File: src/drc_pkg.sv
`default_nettype none
// ----------------------------------------------------------------------------
// drc_pkg
// Types, codes and rectangle helpers for the dirty rectangle coalescer.
// ----------------------------------------------------------------------------
package drc_pkg;

    localparam logic OP_ADD   = 1'b0;
    localparam logic OP_FLUSH = 1'b1;

    localparam logic [1:0] KIND_ADD  = 2'd0;
    localparam logic [1:0] KIND_AREA = 2'd1;
    localparam logic [1:0] KIND_NONE = 2'd2;

    localparam logic [2:0] REG_X_OFF  = 3'd0;
    localparam logic [2:0] REG_Y_OFF  = 3'd1;
    localparam logic [2:0] REG_WIDTH  = 3'd2;
    localparam logic [2:0] REG_HEIGHT = 3'd3;
    localparam logic [2:0] REG_MAPPED = 3'd4;

    localparam int MAX_RESULTS = 16;
    localparam int RES_W       = 5;

    typedef struct packed {
        logic               opcode;
        logic signed [15:0] rect_x;
        logic signed [15:0] rect_y;
        logic [14:0]        rect_w;
        logic [14:0]        rect_h;
    } req_t;

    typedef struct packed {
        logic [1:0]         kind;
        logic signed [15:0] area_x;
        logic signed [15:0] area_y;
        logic [15:0]        area_w;
        logic [15:0]        area_h;
        logic               last;
        logic               overflow;
        logic [4:0]         stored_count;
    } rsp_t;

    typedef struct packed {
        logic signed [15:0] x;
        logic signed [15:0] y;
        logic [16:0]        w;
        logic [16:0]        h;
    } entry_t;

    typedef enum logic [3:0] {
        ST_IDLE,
        ST_ARD,
        ST_ACHK,
        ST_AMOVE,
        ST_APASS,
        ST_CRD,
        ST_CABS,
        ST_AWR,
        ST_FRD,
        ST_FCHK,
        ST_FPUSH,
        ST_FDONE
    } state_t;

    function automatic logic signed [17:0] sx18(logic signed [15:0] v);
        return {{2{v[15]}}, v};
    endfunction

    function automatic logic signed [17:0] zx18(logic [16:0] v);
        return {1'b0, v};
    endfunction

    function automatic logic touches(entry_t a, entry_t b);
        logic signed [17:0] ax0, ay0, ax1, ay1, bx0, by0, bx1, by1;
        ax0 = sx18(a.x);
        ay0 = sx18(a.y);
        ax1 = ax0 + zx18(a.w);
        ay1 = ay0 + zx18(a.h);
        bx0 = sx18(b.x);
        by0 = sx18(b.y);
        bx1 = bx0 + zx18(b.w);
        by1 = by0 + zx18(b.h);
        return (ax0 <= bx1) && (ay0 <= by1) && (ax1 >= bx0) && (ay1 >= by0);
    endfunction

    function automatic entry_t absorb(entry_t a, entry_t b);
        logic signed [17:0] ax1, ay1, bx1, by1, x1, y1, x0, y0, dw, dh;
        entry_t r;
        ax1 = sx18(a.x) + zx18(a.w);
        ay1 = sx18(a.y) + zx18(a.h);
        bx1 = sx18(b.x) + zx18(b.w);
        by1 = sx18(b.y) + zx18(b.h);
        x1 = (ax1 > bx1) ? ax1 : bx1;
        y1 = (ay1 > by1) ? ay1 : by1;
        r.x = (a.x < b.x) ? a.x : b.x;
        r.y = (a.y < b.y) ? a.y : b.y;
        x0 = sx18(r.x);
        y0 = sx18(r.y);
        dw = x1 - x0;
        dh = y1 - y0;
        r.w = dw[16:0];
        r.h = dh[16:0];
        return r;
    endfunction

    function automatic logic [15:0] sat16(logic [16:0] v);
        return v[16] ? 16'hFFFF : v[15:0];
    endfunction

endpackage
`default_nettype wire

File: src/drc_ram.sv
`default_nettype none
// ----------------------------------------------------------------------------
// drc_ram
// Generic simple dual port RAM, one write port, one registered read port.
// ----------------------------------------------------------------------------
module drc_ram #(
    parameter int WIDTH = 66,
    parameter int DEPTH = 16
) (
    input  wire logic                     clk,
    input  wire logic                     we,
    input  wire logic [$clog2(DEPTH)-1:0] waddr,
    input  wire logic [WIDTH-1:0]         wdata,
    input  wire logic [$clog2(DEPTH)-1:0] raddr,
    output logic      [WIDTH-1:0]         rdata
);

    logic [WIDTH-1:0] mem [DEPTH];

    always_ff @(posedge clk)
    begin
        if (we)
        begin
            mem[waddr] <= wdata;
        end
        rdata <= mem[raddr];
    end

endmodule
`default_nettype wire

File: src/dirty_rect_coalescer_core.sv
`default_nettype none
// ----------------------------------------------------------------------------
// dirty_rect_coalescer_core
// Damage rectangle table with merge on add and clipped drain on flush.
// ----------------------------------------------------------------------------
// Requests come in on req (valid/stall), results leave on rsp (valid/stall).
// A transfer on req is taken only while the block is idle; one request is
// worked on at a time. Window registers sit on the APB port (pready always
// high); the user must write them between requests; the block won't check.
// On add, the table RAM is rescanned pass by pass; each touching entry is
// absorbed into the new area and replaced by the last one, until a pass
// absorbs nothing; a full table is then collapsed into the area, overflow
// set. One result per add, with the merged area and the entry count.
// On flush, entries are read in table order and clipped to the window; those
// with area left leave as results, at most MAX_RESULTS, the final one
// carries last (a none result if nothing is left or the window is unmapped).
// Reset empties the table (entry count only) and clears the control registers.
// A stalled receiver holds the result register; the sequencer waits.
// ----------------------------------------------------------------------------
module dirty_rect_coalescer_core #(
    parameter int MAX_AREAS = 16
) (
    input  wire logic          clk,
    input  wire logic          rst_n,
    input  wire logic          req_valid,
    output logic               req_stall,
    input  wire drc_pkg::req_t req,
    output logic               rsp_valid,
    input  wire logic          rsp_stall,
    output drc_pkg::rsp_t      rsp,
    input  wire logic          psel,
    input  wire logic          penable,
    input  wire logic          pwrite,
    input  wire logic [4:0]    paddr,
    input  wire logic [31:0]   pwdata,
    output logic      [31:0]   prdata,
    output logic               pready
);

    localparam int IW = $clog2(MAX_AREAS);
    localparam int CW = $clog2(MAX_AREAS + 1);
    localparam int EW = $bits(drc_pkg::entry_t);

    drc_pkg::state_t    state_reg, state_next;
    drc_pkg::entry_t    cur_reg, cur_next;
    logic [CW-1:0]      idx_reg, idx_next;
    logic [CW-1:0]      cnt_reg, cnt_next;
    logic               changed_reg, changed_next;
    logic               ovf_reg, ovf_next;
    logic               empty_reg, empty_next;
    drc_pkg::rsp_t      cand_reg, cand_next;
    drc_pkg::rsp_t      pend_reg, pend_next;
    logic               pend_valid_reg, pend_valid_next;
    logic [drc_pkg::RES_W-1:0] nres_reg, nres_next;
    drc_pkg::rsp_t      out_reg, out_next;
    logic               out_valid_reg, out_valid_next;

    logic signed [15:0] x_off_reg, y_off_reg;
    logic [14:0]        width_reg, height_reg;
    logic               mapped_reg;

    logic               ram_we;
    logic [IW-1:0]      ram_waddr, ram_raddr;
    drc_pkg::entry_t    ram_wdata, ram_rdata;
    logic [EW-1:0]      ram_rbits;

    logic               out_free;
    logic               req_take;
    logic               cfg_wr;
    logic [CW:0]        idx_inc;

    logic signed [18:0] cx, cy, cw, ch, rx, ry;

    assign pready    = 1'b1;
    assign cfg_wr    = psel && penable && pwrite;
    assign req_stall = (state_reg != drc_pkg::ST_IDLE);
    assign req_take  = req_valid && !req_stall;
    assign out_free  = !out_valid_reg || !rsp_stall;
    assign rsp_valid = out_valid_reg;
    assign rsp       = out_reg;
    assign ram_rdata = drc_pkg::entry_t'(ram_rbits);
    assign idx_inc   = {1'b0, idx_reg} + 1'b1;

    always_comb
    begin
        case (paddr[4:2])
            drc_pkg::REG_X_OFF:  prdata = {{16{x_off_reg[15]}}, x_off_reg};
            drc_pkg::REG_Y_OFF:  prdata = {{16{y_off_reg[15]}}, y_off_reg};
            drc_pkg::REG_WIDTH:  prdata = {17'd0, width_reg};
            drc_pkg::REG_HEIGHT: prdata = {17'd0, height_reg};
            drc_pkg::REG_MAPPED: prdata = {31'd0, mapped_reg};
            default:             prdata = 32'd0;
        endcase
    end

    always_ff @(posedge clk or negedge rst_n)
    begin
        if (!rst_n)
        begin
            x_off_reg  <= '0;
            y_off_reg  <= '0;
            width_reg  <= '0;
            height_reg <= '0;
            mapped_reg <= 1'b0;
        end
        else if (cfg_wr)
        begin
            case (paddr[4:2])
                drc_pkg::REG_X_OFF:  x_off_reg  <= pwdata[15:0];
                drc_pkg::REG_Y_OFF:  y_off_reg  <= pwdata[15:0];
                drc_pkg::REG_WIDTH:  width_reg  <= pwdata[14:0];
                drc_pkg::REG_HEIGHT: height_reg <= pwdata[14:0];
                drc_pkg::REG_MAPPED: mapped_reg <= pwdata[0];
                default:             ;
            endcase
        end
    end

    // clip of the entry just read against the window
    always_comb
    begin
        cx = {{3{ram_rdata.x[15]}}, ram_rdata.x};
        cy = {{3{ram_rdata.y[15]}}, ram_rdata.y};
        cw = {2'b00, ram_rdata.w};
        ch = {2'b00, ram_rdata.h};
        rx = {{3{x_off_reg[15]}}, x_off_reg} + {4'd0, width_reg};
        ry = {{3{y_off_reg[15]}}, y_off_reg} + {4'd0, height_reg};
        if (cx < $signed({{3{x_off_reg[15]}}, x_off_reg}))
        begin
            cw = cw - ({{3{x_off_reg[15]}}, x_off_reg} - cx);
            cx = {{3{x_off_reg[15]}}, x_off_reg};
        end
        if (cx + cw > rx)
        begin
            cw = rx - cx;
        end
        if (cy < $signed({{3{y_off_reg[15]}}, y_off_reg}))
        begin
            ch = ch - ({{3{y_off_reg[15]}}, y_off_reg} - cy);
            cy = {{3{y_off_reg[15]}}, y_off_reg};
        end
        if (cy + ch > ry)
        begin
            ch = ry - cy;
        end
    end

    always_comb
    begin
        state_next      = state_reg;
        cur_next        = cur_reg;
        idx_next        = idx_reg;
        cnt_next        = cnt_reg;
        changed_next    = changed_reg;
        ovf_next        = ovf_reg;
        empty_next      = empty_reg;
        cand_next       = cand_reg;
        pend_next       = pend_reg;
        pend_valid_next = pend_valid_reg;
        nres_next       = nres_reg;
        out_next        = out_reg;
        out_valid_next  = out_valid_reg && rsp_stall;
        ram_we          = 1'b0;
        ram_waddr       = idx_reg[IW-1:0];
        ram_wdata       = ram_rdata;
        ram_raddr       = idx_reg[IW-1:0];

        case (state_reg)
            drc_pkg::ST_IDLE:
            begin
                if (req_take)
                begin
                    cur_next.x      = req.rect_x;
                    cur_next.y      = req.rect_y;
                    cur_next.w      = {2'b00, req.rect_w};
                    cur_next.h      = {2'b00, req.rect_h};
                    idx_next        = '0;
                    changed_next    = 1'b0;
                    ovf_next        = 1'b0;
                    nres_next       = '0;
                    pend_valid_next = 1'b0;
                    if (req.opcode == drc_pkg::OP_ADD)
                    begin
                        empty_next = (req.rect_w == '0) || (req.rect_h == '0);
                        state_next = empty_next ? drc_pkg::ST_AWR : drc_pkg::ST_APASS;
                    end
                    else if (mapped_reg && (cnt_reg != '0))
                    begin
                        state_next = drc_pkg::ST_FRD;
                    end
                    else
                    begin
                        state_next = drc_pkg::ST_FDONE;
                    end
                end
            end

            drc_pkg::ST_ARD:
            begin
                state_next = drc_pkg::ST_ACHK;
            end

            drc_pkg::ST_ACHK:
            begin
                if (drc_pkg::touches(cur_reg, ram_rdata))
                begin
                    cur_next     = drc_pkg::absorb(cur_reg, ram_rdata);
                    cnt_next     = cnt_reg - 1'b1;
                    ram_raddr    = cnt_next[IW-1:0];
                    changed_next = 1'b1;
                    state_next   = drc_pkg::ST_AMOVE;
                end
                else
                begin
                    idx_next   = idx_inc[CW-1:0];
                    state_next = drc_pkg::ST_APASS;
                end
            end

            drc_pkg::ST_AMOVE:
            begin
                ram_we     = 1'b1;
                idx_next   = idx_inc[CW-1:0];
                state_next = drc_pkg::ST_APASS;
            end

            drc_pkg::ST_APASS:
            begin
                if (idx_reg < cnt_reg)
                begin
                    state_next = drc_pkg::ST_ARD;
                end
                else if (changed_reg)
                begin
                    idx_next     = '0;
                    changed_next = 1'b0;
                end
                else if (cnt_reg == CW'(MAX_AREAS))
                begin
                    idx_next   = '0;
                    state_next = drc_pkg::ST_CRD;
                end
                else
                begin
                    state_next = drc_pkg::ST_AWR;
                end
            end

            drc_pkg::ST_CRD:
            begin
                state_next = drc_pkg::ST_CABS;
            end

            drc_pkg::ST_CABS:
            begin
                cur_next = drc_pkg::absorb(cur_reg, ram_rdata);
                if (idx_reg == CW'(MAX_AREAS - 1))
                begin
                    cnt_next   = '0;
                    ovf_next   = 1'b1;
                    state_next = drc_pkg::ST_AWR;
                end
                else
                begin
                    idx_next   = idx_inc[CW-1:0];
                    state_next = drc_pkg::ST_CRD;
                end
            end

            drc_pkg::ST_AWR:
            begin
                if (out_free)
                begin
                    out_valid_next        = 1'b1;
                    out_next.kind         = drc_pkg::KIND_ADD;
                    out_next.last         = 1'b1;
                    out_next.overflow     = ovf_reg;
                    if (empty_reg)
                    begin
                        out_next.area_x       = '0;
                        out_next.area_y       = '0;
                        out_next.area_w       = '0;
                        out_next.area_h       = '0;
                        out_next.stored_count = 5'(cnt_reg);
                    end
                    else
                    begin
                        ram_we                = 1'b1;
                        ram_waddr             = cnt_reg[IW-1:0];
                        ram_wdata             = cur_reg;
                        cnt_next              = cnt_reg + 1'b1;
                        out_next.area_x       = cur_reg.x;
                        out_next.area_y       = cur_reg.y;
                        out_next.area_w       = drc_pkg::sat16(cur_reg.w);
                        out_next.area_h       = drc_pkg::sat16(cur_reg.h);
                        out_next.stored_count = 5'(cnt_next);
                    end
                    state_next = drc_pkg::ST_IDLE;
                end
            end

            drc_pkg::ST_FRD:
            begin
                state_next = drc_pkg::ST_FCHK;
            end

            drc_pkg::ST_FCHK:
            begin
                cand_next.kind         = drc_pkg::KIND_AREA;
                cand_next.area_x       = cx[15:0];
                cand_next.area_y       = cy[15:0];
                cand_next.area_w       = cw[15:0];
                cand_next.area_h       = ch[15:0];
                cand_next.last         = 1'b0;
                cand_next.overflow     = 1'b0;
                cand_next.stored_count = '0;
                if ((cw > 0) && (ch > 0))
                begin
                    state_next = drc_pkg::ST_FPUSH;
                end
                else if (idx_inc < {1'b0, cnt_reg})
                begin
                    idx_next   = idx_inc[CW-1:0];
                    state_next = drc_pkg::ST_FRD;
                end
                else
                begin
                    state_next = drc_pkg::ST_FDONE;
                end
            end

            drc_pkg::ST_FPUSH:
            begin
                if (!pend_valid_reg || out_free)
                begin
                    if (pend_valid_reg)
                    begin
                        out_valid_next = 1'b1;
                        out_next       = pend_reg;
                    end
                    pend_next       = cand_reg;
                    pend_valid_next = 1'b1;
                    nres_next       = nres_reg + 1'b1;
                    if ((nres_next == drc_pkg::RES_W'(drc_pkg::MAX_RESULTS))
                        || !(idx_inc < {1'b0, cnt_reg}))
                    begin
                        state_next = drc_pkg::ST_FDONE;
                    end
                    else
                    begin
                        idx_next   = idx_inc[CW-1:0];
                        state_next = drc_pkg::ST_FRD;
                    end
                end
            end

            drc_pkg::ST_FDONE:
            begin
                if (out_free)
                begin
                    out_valid_next = 1'b1;
                    if (pend_valid_reg)
                    begin
                        out_next      = pend_reg;
                        out_next.last = 1'b1;
                    end
                    else
                    begin
                        out_next.kind         = drc_pkg::KIND_NONE;
                        out_next.area_x       = '0;
                        out_next.area_y       = '0;
                        out_next.area_w       = '0;
                        out_next.area_h       = '0;
                        out_next.last         = 1'b1;
                        out_next.overflow     = 1'b0;
                        out_next.stored_count = '0;
                    end
                    pend_valid_next = 1'b0;
                    cnt_next        = '0;
                    state_next      = drc_pkg::ST_IDLE;
                end
            end

            default:
            begin
                state_next = drc_pkg::ST_IDLE;
            end
        endcase
    end

    always_ff @(posedge clk or negedge rst_n)
    begin
        if (!rst_n)
        begin
            state_reg      <= drc_pkg::ST_IDLE;
            cnt_reg        <= '0;
            idx_reg        <= '0;
            changed_reg    <= 1'b0;
            ovf_reg        <= 1'b0;
            empty_reg      <= 1'b0;
            pend_valid_reg <= 1'b0;
            nres_reg       <= '0;
            out_valid_reg  <= 1'b0;
        end
        else
        begin
            state_reg      <= state_next;
            cnt_reg        <= cnt_next;
            idx_reg        <= idx_next;
            changed_reg    <= changed_next;
            ovf_reg        <= ovf_next;
            empty_reg      <= empty_next;
            pend_valid_reg <= pend_valid_next;
            nres_reg       <= nres_next;
            out_valid_reg  <= out_valid_next;
        end
    end

    always_ff @(posedge clk)
    begin
        cur_reg  <= cur_next;
        cand_reg <= cand_next;
        pend_reg <= pend_next;
        out_reg  <= out_next;
    end

    drc_ram #(
        .WIDTH (EW),
        .DEPTH (MAX_AREAS)
    ) u_table (
        .clk   (clk),
        .we    (ram_we),
        .waddr (ram_waddr),
        .wdata (ram_wdata),
        .raddr (ram_raddr),
        .rdata (ram_rbits)
    );

`ifndef SYNTH
    a_cnt_bound: assert property (@(posedge clk) disable iff (!rst_n)
        cnt_reg <= CW'(MAX_AREAS))
        else $error("entry count above table depth");

    a_pend_flush: assert property (@(posedge clk) disable iff (!rst_n)
        pend_valid_reg |-> (state_reg == drc_pkg::ST_FRD || state_reg == drc_pkg::ST_FCHK
                            || state_reg == drc_pkg::ST_FPUSH
                            || state_reg == drc_pkg::ST_FDONE))
        else $error("pending area outside flush");

    a_out_hold: assert property (@(posedge clk) disable iff (!rst_n)
        (rsp_valid && rsp_stall) |=> (rsp_valid && $stable(rsp)))
        else $error("stalled result changed");

    a_wr_room: assert property (@(posedge clk) disable iff (!rst_n)
        (state_reg == drc_pkg::ST_AWR && !empty_reg) |-> (cnt_reg < CW'(MAX_AREAS)))
        else $error("append into full table");
`endif

endmodule
`default_nettype wire

File: config.mk
export PLATFORM = sky130hd
export DESIGN_NAME = dirty_rect_coalescer_core
export DESIGN_NICKNAME = d
export VERILOG_FILES = /design/src/drc_pkg.sv /design/src/drc_ram.sv /design/src/dirty_rect_coalescer_core.sv
export SDC_FILE = /design/constraint.sdc
export NUM_CORES = 2
export LEC_CHECK = 0
export ABC_AREA = 1
export BUFFER_PORTS_ARGS = -buffer_cell sky130_fd_sc_hd__buf_2
export CELL_PAD_IN_SITES_DETAIL_PLACEMENT = 0
export CELL_PAD_IN_SITES_GLOBAL_PLACEMENT = 2
export CORE_ASPECT_RATIO = 0.6
export CORE_MARGIN = 4
export CORE_UTILIZATION = 39
export CTS_BUF_LIST = sky130_fd_sc_hd__clkbuf_2 sky130_fd_sc_hd__clkbuf_4 sky130_fd_sc_hd__clkbuf_8
export DETAILED_ROUTE_END_ITERATION = 8
export PLACE_DENSITY = 0.89
export SKIP_CTS_REPAIR_TIMING = 1
export SYNTH_ARGS = -nofsm -noshare
export SYNTH_HDL_FRONTEND = slang
export SYNTH_SLANG_ARGS = --single-unit
File: constraint.sdc
create_clock -name clk -period 8.6 [get_ports clk]
set_clock_uncertainty 0.05 [all_clocks]
set_input_delay 0.86 -clock clk [delete_from_list [all_inputs] [get_ports clk]]
set_output_delay 0.86 -clock clk [all_outputs]
set_load 0.03 [all_outputs]
Word level (Yosys, flattened, before mapping)
Memory sizes are Yosys's and may differ from the RTL's. A register that Yosys moved wholly into a read port is not among the register bits.
Index checks and enable logic that the tools add are counted.

word-level totals
  bits of input ports = 107
  word-level logic and storage cells = 238
  output and inout bits = 108
  memory bits (writable) = 1,056
  memories kept = 1
  bits in registers = 354

cells by class
  reduce and logical (&&, ||, !) cells = 49
  bitwise gates (word level) = 1
  order comparisons = 16
  mux-type cells = 83
  add/subtract/negate cells = 20
  equality and inequality tests = 34

memory list
  memory       words  width  read ports  clocked after memory_dff  wr ports  line           source
  u_table.mem  16     66     1           1                         1         drc_ram.sv:18  logic [WIDTH-1:0] mem [DEPTH];

operator list
  operator                                                                number
  73-bit 2-to-1 mux                                                       5
  66-bit 2-to-1 mux                                                       5
  73-bit one-hot mux with 3 select lines                                  1
  66-bit one-hot mux with 3 select lines                                  1
  32-bit one-hot mux with 5 select lines                                  1
  19-bit 2-to-1 mux                                                       6
  5-bit 2-to-1 mux                                                        16
  16-bit by 18-bit adder with 18-bit output                               4
  16-bit < comparator                                                     4
  16-bit 2-to-1 mux                                                       4
  64-bit 2-to-1 mux                                                       1
  4-bit 2-to-1 mux                                                        11
  4-bit one-hot mux with 11 select lines                                  1
  19-bit adder                                                            2
  19-bit by 1-bit > comparator with 1-bit output (second input constant)  2
  19-bit by 17-bit > comparator with 1-bit output                         2
  17-bit by 19-bit subtractor with 19-bit output                          2
  18-bit by 17-bit subtractor with 19-bit output                          2
  18-bit by 16-bit >= comparator with 1-bit output                        2
  18-bit > comparator                                                     2
  16-bit by 18-bit less-or-equal comparator with 1-bit output             2
  5-bit one-hot mux with 7 select lines                                   1
  16-bit by 16-bit adder with 17-bit output                               2
  17-bit 2-to-1 mux                                                       2
  44 further kinds                                                        122

Longest topological paths before layout
  depth in word-level cells = 10
  mapped depth = 55
  mapped depth without buffers = 53

Cells and area by module
A second synthesis with hierarchy kept.

second synthesis, totals
  cells, all modules = 8,659
  area, all modules = 80,324.5 µm²

modules (own cells, without submodules)
  module                     instances  area an instance (µm²)  sequential area each (µm²)  cells each
  drc_ram                    1          46,759.8                33,031.7                    4,341
  dirty_rect_coalescer_core  1          33,564.7                10,194.8                    4,318

Least setup slack after synthesis
No wires, ideal clock.

  kind = register -> register
  start point = register cur_reg[52] (netlist name)
  end point = register cur_reg[0] (netlist name), enable pin
  library setup time = 588 ps
  data required time = 7,962 ps
  setup slack = -698 ps
  arrival time = 8,660 ps
  clock period less this slack = 9,298 ps
  cell stages (with the launch flop) = 32
  buffers on the path = 0
  cell sequence = edfxtp_1 -> ha_1 -> nand3_1 -> nand2_1 -> a21oi_1 -> o21bai_1 -> a21oi_1 -> o21bai_1 -> a21oi_1 -> o21bai_1 -> nand3_1 -> nand2_1 -> nand3_1 -> nand2_1 -> nand3_1 -> nand2_1 -> a21oi_1 -> nor2_1 -> nor2_1 -> xor2_1 -> ha_1 -> nand2_1 -> inv_1 -> nand3_1 -> inv_1 -> a21oi_1 -> nand3_1 -> xnor2_1 -> o22ai_2 -> nor2_4 -> nor2_1 -> a211oi_1

on the way
  word-level cells in the longest chain between the ends = 6
  elaborated cells between the ends (all ways) = 8
  classes of those cells = 1 x add/sub; 2 x order compare; 1 x eq/ne; 4 x reduce/logical

RTL lines
  item                                                                                                                      line                              source
  start: declaration                                                                                                        dirty_rect_coalescer_core.sv:45   drc_pkg::entry_t cur_reg, cur_next;
  start signal: assignment                                                                                                  dirty_rect_coalescer_core.sv:421  cur_reg <= cur_next;
  16-bit by 18-bit adder with 18-bit output or 16-bit by 18-bit less-or-equal comparator with 1-bit output (tied branches)  drc_pkg.sv:77, drc_pkg.sv:83
  18-bit by 16-bit >= comparator with 1-bit output or 1-bit logical AND (tied branches)                                     drc_pkg.sv:83                     return (ax0 <= bx1) && (ay0 <= by1) && (ax1 >= bx0) && (ay1 >= by0);
  1-bit logical AND * (2 in a row)                                                                                          drc_pkg.sv:83
  2-bit inequality test (no line) *                                                                                         -
  3-bit AND reduction (no line) *                                                                                           -

Mark *: on every way between the ends. The rest lies on a longest branch, timed or not.
A chain may end at the register's enable or synchronous reset.

Worst setup path after layout
  start point = register x_off_reg[13]
  end point = register idx_reg[2]

on the way
  word-level cells in the longest chain between the ends = 10
  elaborated cells between the ends (all ways) = 14
  classes of those cells = 5 x add/sub; 3 x order compare; 1 x eq/ne; 3 x mux; 2 x reduce/logical

RTL lines
  item                                              line                              source
  start: declaration                                dirty_rect_coalescer_core.sv:58   logic signed [15:0] x_off_reg, y_off_reg;
  start signal: assignment                          dirty_rect_coalescer_core.sv:109  drc_pkg::REG_X_OFF: x_off_reg <= pwdata[15:0];
  16-bit by 16-bit subtractor with 17-bit output    dirty_rect_coalescer_core.sv:130  cw = cw - ({{3{x_off_reg[15]}}, x_off_reg} - cx);
  18-bit by 17-bit subtractor with 19-bit output    dirty_rect_coalescer_core.sv:130
  19-bit 2-to-1 mux                                 dirty_rect_coalescer_core.sv:128  if (cx < $signed({{3{x_off_reg[15]}}, x_off_reg}))
  19-bit adder                                      dirty_rect_coalescer_core.sv:133  if (cx + cw > rx)
  19-bit by 17-bit > comparator with 1-bit output   dirty_rect_coalescer_core.sv:133
  19-bit 2-to-1 mux *                               dirty_rect_coalescer_core.sv:133
  19-bit by 1-bit > comparator with 1-bit output *  dirty_rect_coalescer_core.sv:317  if ((cw > 0) && (ch > 0))
  1-bit logical AND *                               dirty_rect_coalescer_core.sv:317
  2-bit inequality test (no line) *                 -
  10-bit AND reduction (no line) *                  -
  end signal: assignment                            dirty_rect_coalescer_core.sv:409  idx_reg <= idx_next;
  end: declaration                                  dirty_rect_coalescer_core.sv:46   logic [CW-1:0] idx_reg, idx_next;

Marks and branches as above.

==> run metrics <==
Final nets=8516; slowest stage delay, CP=0.40 ns; outcome=completed; Total GRT Usage=24.5%; ANT nets after route=0; WP data required=9.31 ns; Syn Nets=8177; Placed Area=0.0823 sq mm; share of post-route cells with drive strength above 1=12.3%; Yosys cell types=69; antenna violations before repair=11; half-perimeter wire length after placement=177000 microns; final setup fails=0; port bufs=195; drt drc=0; r2r startpoint=x_off_reg[13]; final WL=261000 microns; Synth Cell Area=0.0771 sq mm; Root Buffer=clkbuf_8; hold path startpoint=req_valid; post-synthesis register bit count=1476; total number of vias=58400; chip width=582 microns; drt via density=5.46; Clock Pin Slew Worst Setup and Hold Paths=0.08 ns; I/O pin count=215; row count=126; CP Data Arrival Time=8.86 ns; Worst-Skew Late Latency=0.92 ns; CTS Buffer Depth=4; Crit-path slowest cell=dfrtp_1; startpoint types=register; Final Hold Vio Count=0; Layout area overhead=12.9%; clk sink count=1476; Post-synth EDFFs=1323; max-capacitance violation count=0; Worst Max-Slew Pin Slew=1.28 ns; 1st-pass router iterations=6; Top reg by flops=u_table.mem; synth top area cells=edfxtp_1, ha_1, o21ai_0; Slew headroom=13.9%; H-tree Lvls=4; Hold Slack=0.209 ns; achievable frequency=123 MHz; Primary FF master, synth=edfxtp_1; Synth Warn #=0; WL per Instance=24.4 microns; Core Box Area=0.197 sq mm; die area=0.205 sq mm; Yosys top cell by area=edfxtp_1; sequential area share after synthesis=56.1%; Setup CP Type=register to register; Initial Util=39.2%; Worst setup EP type=register; global-route wire length before repair=376000 microns; vias in the first global route=54200; minimum clock period=8.15 ns; Synth top area share=51.5%; cts bufs inserted=213; max reg flops=1056; TritonCTS clock tree=done; largest net degree at the start of global routing=150; Final Wtd Congestion=0.975; Async SR Flop Fraction=5.89%; Crit. Startpoint=x_off_reg[13]; syn avg cell area=10.2 sq um; die span in y=352 microns; Final period util=94.7%; design area=0.0870 sq mm; fin. max-slew vios=0; Hold Path Class=primary input to register; Mapped Cells=7559; CP Max Fanout=42; initial drt markers=7249; total gr overflow=0; RSZ-0062 raised after global routing=yes; CP dominant cell by count=nand2_1
-- per-stage QoR --
stage               setup WS [ns]  instances  TNS [ns]  util [%]
floorplan                    1.61       7559         0         -
global placement            0.200      10300         0      41.9
detailed placement          0.309      10300         0      41.9
CTS                         0.275      10700         0      44.1
global route              -0.0336      10700   -0.0909      44.3
finish                      0.453      10700         0      44.3
-- Yosys cell counts (5+ instances only) --
| master | instances |
|---|---|
| edfxtp_1 | 1323 |
| nand2_1 | 1025 |
| o21ai_0 | 957 |
| inv_1 | 926 |
| nand3_1 | 571 |
| ha_1 | 467 |
| o21ai_1 | 366 |
| a21oi_1 | 315 |
| nor2_1 | 242 |
| o21bai_1 | 164 |
| clkbuf_1 | 140 |
| buf_2 | 125 |
| xor2_1 | 118 |
| dfrtp_1 | 87 |
| o211ai_1 | 76 |
| dfxtp_1 | 66 |
| xnor2_1 | 56 |
| or2_0 | 52 |
| fa_1 | 44 |
| nand4_1 | 37 |
| inv_2 | 36 |
| nor3_1 | 36 |
| a32o_1 | 32 |
| buf_4 | 30 |
| or2_2 | 27 |
| o2111ai_1 | 21 |
| nor4_1 | 18 |
| buf_1 | 17 |
| nand2_2 | 16 |
| a211oi_1 | 15 |
| a21o_1 | 14 |
| a31oi_1 | 13 |
| o21ai_2 | 13 |
| o22ai_1 | 12 |
| clkbuf_2 | 11 |
| buf_6 | 8 |
| o21a_1 | 8 |
| nand3b_1 | 7 |
| o31ai_1 | 6 |
| nand3_2 | 5 |
| o221ai_1 | 5 |
-- cell families after synthesis --
kind of cell             synth area share (%)
other                                 0.00486
adder cells (fa/ha/maj)                  8.72
AND/OR/NAND/NOR                          11.7
multiplexers                           0.0130
buffers and inverters                    6.76
XOR/XNOR                                 1.98
flip-flops                               56.1
AO/OA/AOI/OAI                            14.7
-- area by class of cell --
cell class,count,area [sq um]
repair buffers,455,3360
inverters,965,3670
flip-flops and latches,1476,43200
diodes,7,17.5
fillers,18500,110000
clock buffers,308,3760
clock inverters,78,714
multi-input cells,4787,29000
well taps,2624,3280
-- critical path: cells and delay by family, from the launching register on --
| family | cells | cell delay [ns] |
|---|---|---|
| compound gates | 6 | 1.16 |
| xor+xnor | 2 | 0.26 |
| fa+ha+maj | 3 | 1.07 |
| buf+inv | 10 | 1.66 |
| flops | 1 | 0.40 |
| simple gates | 26 | 3.36 |
-- cells in the final DEF (no fill, tap or decap), types with 13 or more instances in the layout --
master     synthesis  layout
clkinv_1           2      33
nor3_1            36      34
fa_1              44      44
or2_2             27      27
bufinv_16          0      13
nor2_1           242     219
inv_2             36      35
nand2_2           16      16
o21bai_1         164     163
clkbuf_8           0     231
nor4_1            18      18
ha_1             467     466
a32o_1            32      32
o21ai_2           13      16
nand2_1         1025    1025
xnor2_1           56      55
o21ai_0          957     937
dfxtp_1           66      63
edfxtp_1        1323    1323
nand3_1          571     571
a21o_1            14      14
a21oi_1          315     308
o21ai_1          366     380
buf_4             30     225
dfrtp_1           87      86
clkbuf_4           0      77
o211ai_1          76      76
o2111ai_1         21      21
clkinv_2           0      23
buf_2            125     194
buf_12             0      33
xor2_1           118     118
inv_1            926     919
or2_0             52      52
nand4_1           37      37
nor2_4             1      22
-- path summary, 6_finish.rpt --
| kind | slack (ns) | endpoint | cells after the start |
|---|---|---|---|
| hold / removal | 0.21 | empty_reg | 2 |
| setup / recovery | 0.45 | idx_reg[2] | 47 |
| hold reg to reg | 0.36 | pend_reg[55] | 0 |
| setup reg to reg | 0.45 | idx_reg[2] | 47 |
| min in group asynchronous | 0.44 | pend_valid_reg | 2 |
| max in group asynchronous | 6.74 | y_off_reg[10] | 3 |
-- routing by layer --
| metal | vias up | wire length [microns] | GRT usage (%) |
|---|---|---|---|
| li1 | 27200 | - | - |
| met1 | 28200 | 122000 | 38.2 |
| met2 | 2614 | 106000 | 34.4 |
| met3 | 312 | 27500 | 6.13 |
| met4 | 0 | 4540 | 4.32 |
| met5 | - | 0 | 0 |
Power is not shown: default switching activity piles up to over one toggle a cycle in this logic, so the estimate is an artifact.
